--- src/hdl/sss_pkg.sv ---
`default_nettype none

package sss_pkg;

	// field widths
	localparam int RSSI_W = 8;
	localparam int TAG_W  = 8;
	localparam int QUAL_W = 7;

	// configuration port
	localparam int CFG_IDX_W  = 1;
	localparam int CFG_DATA_W = 8;
	localparam logic [CFG_IDX_W-1:0] CFG_FLOOR   = 1'b0;
	localparam logic [CFG_IDX_W-1:0] CFG_CEILING = 1'b1;

	// commands from controller to datapath
	typedef struct packed {
		logic load;       // capture an accepted beat
		logic insert;     // insert captured entry into the sorted chain
		logic shift_out;  // emit the head cell and shift the chain up
	} ctrl_cmd_t;

	// status from datapath to controller
	typedef struct packed {
		logic last_pend;  // captured entry carries the last mark
		logic one_left;   // exactly one entry remains in the chain
	} dp_status_t;

endpackage

`default_nettype wire

--- src/hdl/sss_ctrl.sv ---
`default_nettype none

module sss_ctrl (
	input  wire logic                clk,
	input  wire logic                arst_n,
	input  wire logic                start,
	input  wire sss_pkg::dp_status_t status,
	output logic                     busy,
	output sss_pkg::ctrl_cmd_t       cmd
);
	import sss_pkg::*;

	typedef enum logic [2:0] {
		ST_IDLE   = 3'b001,
		ST_INSERT = 3'b010,
		ST_EMIT   = 3'b100
	} state_t;

	state_t state_q;
	state_t state_nxt;
	logic   accept;

	// new beats are taken while idle or inserting, unless the list is closing
	assign busy   = (state_q == ST_EMIT) || ((state_q == ST_INSERT) && status.last_pend);
	assign accept = start && !busy;

	assign cmd.load      = accept;
	assign cmd.insert    = (state_q == ST_INSERT);
	assign cmd.shift_out = (state_q == ST_EMIT);

	// next state
	always_comb begin
		state_nxt = state_q;
		unique case (state_q)
			ST_IDLE: begin
				if (accept)
					state_nxt = ST_INSERT;
			end
			ST_INSERT: begin
				if (status.last_pend)
					state_nxt = ST_EMIT;
				else if (accept)
					state_nxt = ST_INSERT;
				else
					state_nxt = ST_IDLE;
			end
			ST_EMIT: begin
				if (status.one_left)
					state_nxt = ST_IDLE;
			end
			default: state_nxt = ST_IDLE;
		endcase
	end

	// state register
	always_ff @(posedge clk or negedge arst_n) begin
		if (!arst_n)
			state_q <= ST_IDLE;
		else
			state_q <= state_nxt;
	end

endmodule

`default_nettype wire

--- src/hdl/sss_dp.sv ---
`default_nettype none

module sss_dp #(
	parameter int MAX_ENTRIES = 32
) (
	input  wire logic                                    clk,
	input  wire logic                                    arst_n,
	input  wire sss_pkg::ctrl_cmd_t                      cmd,
	output sss_pkg::dp_status_t                          status,
	input  wire logic                                    cfg_we,
	input  wire logic [sss_pkg::CFG_IDX_W-1:0]           cfg_index,
	input  wire logic [sss_pkg::CFG_DATA_W-1:0]          cfg_data,
	input  wire logic signed [sss_pkg::RSSI_W-1:0]       rssi_dbm,
	input  wire logic [sss_pkg::TAG_W-1:0]               entry_tag,
	input  wire logic                                    last_entry,
	output logic                                         result_strobe,
	output logic [sss_pkg::TAG_W-1:0]                    sorted_tag,
	output logic [sss_pkg::QUAL_W-1:0]                   quality,
	output logic                                         last_result
);
	import sss_pkg::*;

	localparam int CNT_W = $clog2(MAX_ENTRIES + 1);
	localparam logic [QUAL_W-1:0] QUAL_TOP = QUAL_W'(100);

	// thresholds
	logic signed [RSSI_W-1:0] floor_q;
	logic signed [RSSI_W-1:0] ceiling_q;

	// captured entry
	logic [QUAL_W-1:0] qual_s1;
	logic [TAG_W-1:0]  tag_s1;
	logic              last_s1;

	// sorted chain, descending quality, stable
	logic [QUAL_W-1:0] cell_qual_q [MAX_ENTRIES];
	logic [TAG_W-1:0]  cell_tag_q  [MAX_ENTRIES];
	logic [CNT_W-1:0]  count_q;
	logic [MAX_ENTRIES-1:0] keep;
	logic [MAX_ENTRIES-1:0] prev_keep;
	logic full;

	// output beat
	logic              strobe_q;
	logic [TAG_W-1:0]  out_tag_q;
	logic [QUAL_W-1:0] out_qual_q;
	logic              out_last_q;

	// strength to quality
	logic signed [RSSI_W+1:0] dbm_ext;
	logic signed [RSSI_W+1:0] scaled;
	logic [QUAL_W-1:0]        qual_new;

	assign dbm_ext = {{2{rssi_dbm[RSSI_W-1]}}, rssi_dbm};
	assign scaled  = (dbm_ext + (RSSI_W+2)'(100)) <<< 1;

	always_comb begin
		if (rssi_dbm <= floor_q)
			qual_new = '0;
		else if (rssi_dbm >= ceiling_q)
			qual_new = QUAL_TOP;
		else if (scaled < 0)
			qual_new = '0;
		else if (scaled > (RSSI_W+2)'(100))
			qual_new = QUAL_TOP;
		else
			qual_new = scaled[QUAL_W-1:0];
	end

	// configuration registers
	always_ff @(posedge clk or negedge arst_n) begin
		if (!arst_n) begin
			floor_q   <= -8'sd100;
			ceiling_q <= -8'sd50;
		end else if (cfg_we) begin
			unique case (cfg_index)
				CFG_FLOOR:   floor_q   <= cfg_data;
				CFG_CEILING: ceiling_q <= cfg_data;
				default: ;
			endcase
		end
	end

	// capture stage
	always_ff @(posedge clk or negedge arst_n) begin
		if (!arst_n)
			last_s1 <= 1'b0;
		else if (cmd.load)
			last_s1 <= last_entry;
	end

	always_ff @(posedge clk) begin
		if (cmd.load) begin
			qual_s1 <= qual_new;
			tag_s1  <= entry_tag;
		end
	end

	assign full      = (count_q == CNT_W'(MAX_ENTRIES));
	assign prev_keep = {keep[MAX_ENTRIES-2:0], 1'b1};

	// chain cells: keep, take the new entry, shift down one place, or shift up on emit
	for (genvar i = 0; i < MAX_ENTRIES; i++) begin : g_cell
		logic [QUAL_W-1:0] up_qual;
		logic [TAG_W-1:0]  up_tag;
		logic [QUAL_W-1:0] dn_qual;
		logic [TAG_W-1:0]  dn_tag;

		assign keep[i] = (count_q > CNT_W'(i)) && (cell_qual_q[i] >= qual_s1);

		if (i == 0) begin : g_head
			assign up_qual = qual_s1;
			assign up_tag  = tag_s1;
		end else begin : g_body
			assign up_qual = cell_qual_q[i-1];
			assign up_tag  = cell_tag_q[i-1];
		end

		if (i == MAX_ENTRIES - 1) begin : g_tail
			assign dn_qual = cell_qual_q[i];
			assign dn_tag  = cell_tag_q[i];
		end else begin : g_inner
			assign dn_qual = cell_qual_q[i+1];
			assign dn_tag  = cell_tag_q[i+1];
		end

		always_ff @(posedge clk) begin
			if (cmd.insert && !full && !keep[i]) begin
				if (prev_keep[i]) begin
					cell_qual_q[i] <= qual_s1;
					cell_tag_q[i]  <= tag_s1;
				end else begin
					cell_qual_q[i] <= up_qual;
					cell_tag_q[i]  <= up_tag;
				end
			end else if (cmd.shift_out) begin
				cell_qual_q[i] <= dn_qual;
				cell_tag_q[i]  <= dn_tag;
			end
		end
	end

	// fill count
	always_ff @(posedge clk or negedge arst_n) begin
		if (!arst_n)
			count_q <= '0;
		else if (cmd.insert && !full)
			count_q <= count_q + CNT_W'(1);
		else if (cmd.shift_out)
			count_q <= count_q - CNT_W'(1);
	end

	assign status.last_pend = last_s1;
	assign status.one_left  = (count_q == CNT_W'(1));

	// result beat register
	always_ff @(posedge clk or negedge arst_n) begin
		if (!arst_n)
			strobe_q <= 1'b0;
		else
			strobe_q <= cmd.shift_out;
	end

	always_ff @(posedge clk) begin
		if (cmd.shift_out) begin
			out_tag_q  <= cell_tag_q[0];
			out_qual_q <= cell_qual_q[0];
			out_last_q <= (count_q == CNT_W'(1));
		end
	end

	assign result_strobe = strobe_q;
	assign sorted_tag    = out_tag_q;
	assign quality       = out_qual_q;
	assign last_result   = out_last_q;

	// checks
	a_count_bound: assert property (@(posedge clk) disable iff (!arst_n)
		count_q <= CNT_W'(MAX_ENTRIES))
		else $error("entry count beyond capacity");

	a_last_empties: assert property (@(posedge clk) disable iff (!arst_n)
		strobe_q && out_last_q |-> count_q == '0)
		else $error("chain not empty after last result");

	a_emit_burst: assert property (@(posedge clk) disable iff (!arst_n)
		strobe_q && !out_last_q |=> strobe_q)
		else $error("gap inside sorted burst");

endmodule

`default_nettype wire

--- src/hdl/signal_strength_sorter.sv ---
`default_nettype none
// Sequence: a beat marked last is inserted in the cycle after it is taken; its first result
//   comes from the EMIT state through the result beat register, then one per cycle.
// Throughput: one unmarked beat per cycle unless busy; the sorted chain inserts in one step.
//   After a marked beat, busy stays high while it is inserted and the stored entries are emitted.
// Reset: arst_n clears control, count and thresholds (-100 / -50 dBm) at once.
// The receiver cannot stall: each result is shown for one cycle under result_strobe.

module signal_strength_sorter #(
	parameter int MAX_ENTRIES = 32
) (
	input  wire logic                                 clk,
	input  wire logic                                 arst_n,
	input  wire logic                                 start,
	output logic                                      busy,
	input  wire logic signed [sss_pkg::RSSI_W-1:0]    rssi_dbm,
	input  wire logic [sss_pkg::TAG_W-1:0]            entry_tag,
	input  wire logic                                 last_entry,
	output logic                                      result_strobe,
	output logic [sss_pkg::TAG_W-1:0]                 sorted_tag,
	output logic [sss_pkg::QUAL_W-1:0]                quality,
	output logic                                      last_result,
	input  wire logic                                 cfg_we,
	input  wire logic [sss_pkg::CFG_IDX_W-1:0]        cfg_index,
	input  wire logic [sss_pkg::CFG_DATA_W-1:0]       cfg_data
);
	import sss_pkg::*;

	ctrl_cmd_t  cmd;
	dp_status_t status;

	// sequencer
	sss_ctrl u_ctrl (
		.clk    (clk),
		.arst_n (arst_n),
		.start  (start),
		.status (status),
		.busy   (busy),
		.cmd    (cmd)
	);

	// conversion, sorted chain and result beat
	sss_dp #(
		.MAX_ENTRIES (MAX_ENTRIES)
	) u_dp (
		.clk           (clk),
		.arst_n        (arst_n),
		.cmd           (cmd),
		.status        (status),
		.cfg_we        (cfg_we),
		.cfg_index     (cfg_index),
		.cfg_data      (cfg_data),
		.rssi_dbm      (rssi_dbm),
		.entry_tag     (entry_tag),
		.last_entry    (last_entry),
		.result_strobe (result_strobe),
		.sorted_tag    (sorted_tag),
		.quality       (quality),
		.last_result   (last_result)
	);

endmodule

`default_nettype wire

--- config.mk ---
export PLATFORM = sky130hd
export DESIGN_NAME = signal_strength_sorter
export DESIGN_NICKNAME = d
export VERILOG_FILES = /design/src/hdl/sss_pkg.sv /design/src/hdl/sss_ctrl.sv /design/src/hdl/sss_dp.sv /design/src/hdl/signal_strength_sorter.sv
export SDC_FILE = /design/constraint.sdc
export NUM_CORES = 1
export LEC_CHECK = 0
export ABC_AREA = 0
export BUFFER_PORTS_ARGS = -buffer_cell sky130_fd_sc_hd__buf_2
export CORE_MARGIN = 2
export CORE_UTILIZATION = 40
export DETAILED_ROUTE_END_ITERATION = 10
export GPL_TIMING_DRIVEN = 0
export SETUP_SLACK_MARGIN = 0.4
export SYNTH_ARGS = -nofsm -noshare
export SYNTH_HDL_FRONTEND = slang
export SYNTH_SLANG_ARGS = --single-unit
export TNS_END_PERCENT = 30
--- constraint.sdc ---
create_clock -name clk -period 12.6 [get_ports clk]
set_clock_uncertainty 0.2 [all_clocks]
set_input_delay 1.89 -clock clk [delete_from_list [all_inputs] [get_ports clk]]
set_output_delay 1.89 -clock clk [all_outputs]
set_load 0.01 [all_outputs]
==> run summary <==
outcome - finished with violations
failing checks - capacitance limit, slew limit
Synth Warn # - 0
Die Y - 280 um
max frequency - 197 MHz
Port Buffers - 47
fin nets - 3063
Core Rows - 101
top cells by area, synth - edfxtp_1 (50%), ha_1 (8.8%), nand2_1 (4.9%), mux2i_1 (3.9%), o21ai_0 (3.2%)
initial DRC count - 3608
worst skew pair latency - 0.65 ns
share of layout cells above drive strength 1 - 10.9%
CP Buf/Inv Count - 3
PwrDens - 199 nW/um^2
commonest cells after routing, fill and taps aside - edfxtp_1 (510), nand2_1 (395), ha_1 (213)
Root Driver - clkbuf_16
clk slew on worst S/H paths - 0.06 ns
Routability Congestion - 0.950
most common cell after layout, fill and taps aside - edfxtp_1
fin crit share - 40.2%
hpwl dp - 80.6 mm
CP max stage delay - 1.09 ns
multi-input logic area - 13200 sq um
first-pass GRT wire length - 158 mm
Final Slew Violations - 57
Syn-to-layout area delta - 12.5%
ys flop type - edfxtp_1
worst min path class - reg -> reg
GRT overflow - 0
Hold Vio Cnt, Final - 0
number of fill cells - 6984
CP Capture Type - register
share of flip-flops with an asynchronous set or reset - 5.03%
Slew headroom - -9.44%
Sink Count - 537
Setup Fix Bufs, Post-CTS - 0
Die W - 280 um
VDD IR max - 0.113 mV
H-tree Lvls - 2
Setup CP Type - reg -> reg
Mapped Cells - 2686
Critical Path Source Type - register
Seq/Total Area, Yosys - 52.6%
core box area - 75600 sq um
initial core utilization - 40.2%
antenna violations before repair - 4
total number of vias - 24.4k
Worst-Margin Slew - 1.64 ns
die area - 78200 sq um
drt wl/cell - 28.5 um
critical path fanouts, max - 15
vias per cell - 6.34
I/O pin count - 48
synthesized flop and latch total - 537
CP arrival - 5.05 ns
area fraction of the dominant cell type after synthesis - 50.4%
slowest stage cell, crit path - clkbuf_1
CTS tree - yes
Final Critical Period - 5.07 ns
Clock Path Buffers - 3
Worst path top cell family by delay - buffers and inverters
CP Cell Sequence - nand2b_1 > or2_2 > clkbuf_1 > buf_1 > clkbuf_1 > nand2_1
FF/Latch Area - 16000 sq um
first-pass detailed-route iteration total - 6
RSZ-0062 raised after global routing - false
pin count of the biggest net entering global routing - 42
Resized cells post-CTS - 0
Syn Area/Cell - 11.3 sq um
Syn Nets - 2929
Routed Antenna Nets - 0
Placed Area - 32200 sq um
Mapped Area - 30400 sq um
Post-synth EDFFs - 510
# DRC - 0
Num CTS Buffers - 60
post-synth top area cell - edfxtp_1
Leakage Power - 13.4 nW
Fin Setup TNS - 0 ns
CP Data Required Time - 12.58 ns
GRT Util Overall - 27.7%
Post-Route WL - 110 mm
setup violators final - 0
Hold-fix buffers, CTS - 0
cell mode on critical path - clkbuf_1
Finished Cell Area - 34200 sq um
max-cap viol count - 6
vias in the first global route - 23.2k
Cell variety after synth - 72
## metrics by stage
step                      hold slack (ns)  util (%)  power [mW]  setup slack [ns]  std cells
after floorplan                     0.227         -        4.11              8.35       2686
after global placement              0.272      42.2        4.83              6.17       3711
after global routing                0.294      45.3        7.08              7.56       3849
final                               0.280      45.3        6.82              7.53       3852
after CTS                           0.290      45.3        6.75              7.80       3849
after detailed placement            0.271      42.6        4.95              7.78       3736
## where the power goes
| part | internal (mW) | switching (mW) | total (mW) |
|---|---|---|---|
| Clock | 1.07 | 0.762 | 1.83 |
| Sequential | 2.53 | 0.273 | 2.80 |
| Combinational | 0.775 | 1.41 | 2.18 |
| Total | 4.37 | 2.44 | 6.82 |
## synth_stat cells (10+ instances only)
master    count
o22ai_1      11
o211ai_1     77
a31oi_1      13
clkbuf_1    112
nand2b_1     31
dfstp_2      10
a21oi_1      54
a22oi_1      66
o21a_1       15
o21ai_0     193
mux2_2       38
nor2_1       82
nor2b_1      17
buf_1        22
o221ai_1     33
buf_2        60
o31ai_1      59
a221o_1      61
nand2_1     395
mux2i_1     118
nand3_1      35
edfxtp_1    510
dfrtp_1      17
inv_1        89
and3b_1      10
ha_1        213
nor3_1       18
a22o_1       88
a211oi_1     25
and3_1       11
a21o_1       96
## path summary, 6_finish.rpt
path,from,to,slack (ns),cells after the start
max,u_ctrl.state_q[2]$_DFFE_PN0P_,u_dp.cell_tag_q[12][4]$_DFFE_PP_,7.53,6
max in group asynchronous,arst_n,u_ctrl.state_q[2]$_DFFE_PN0P_,10.50,1
min in group asynchronous,arst_n,u_dp.result_strobe$_DFF_PN0_,1.16,1
min,u_dp.cell_tag_q[0][2]$_DFFE_PP_,u_dp.sorted_tag[2]$_DFFE_PP_,0.28,0
max reg2reg,u_ctrl.state_q[2]$_DFFE_PN0P_,u_dp.cell_tag_q[12][4]$_DFFE_PP_,7.53,6
min reg2reg,u_dp.cell_tag_q[0][2]$_DFFE_PP_,u_dp.sorted_tag[2]$_DFFE_PP_,0.28,0
## logic make-up (layout without fill, tap and decap cells)
family,count (synthesis),in the layout,synth area share [%]
compound gates,845,845,19.9
xor+xnor,5,5,0.144
fa+ha+maj,213,213,8.77
buf+inv,297,482,4.14
flops,537,537,52.6
mux,156,156,5.29
other cells,0,3,0
simple gates,633,633,9.09
## layer usage
layer  vias up  wire length, um  GRT usage (%)
met1     12024            45700           39.2
li1      10635                -              -
met5         -                8              0
met4         2             4950           11.7
met3       247            12000           5.36
met2      1495            47200           41.5
## sequential cells by signal, summed over array words and instances, names as in the netlist
| signal | count |
|---|---|
| u_dp.g_cell.up_qual | 6 |
| u_dp.ceiling_q | 8 |
| u_ctrl.state_q | 3 |
| u_dp.g_cell.up_tag | 8 |
| u_dp.quality | 7 |
| u_dp.sorted_tag | 8 |
| u_dp.last_s1 | 1 |
| u_dp.last_result | 1 |
| u_dp.result_strobe | 1 |
| u_dp.cell_tag_q | 256 |
| u_dp.floor_q | 8 |
| u_dp.count_q | 6 |
| u_dp.cell_qual_q | 224 |
## area by class of cell
cell class | count | share of cell area (%)
inverters | 90 | 0.991
repair buffers | 72 | 1.63
multi-input cells | 1852 | 38.5
clock buffers | 82 | 4.78
well taps | 978 | 3.58
clock inverters | 31 | 1.03
flip-flops and latches | 537 | 46.8
diodes | 3 | 0.0219
plain buffers | 207 | 2.70
Power figures use the tool's default switching activity.
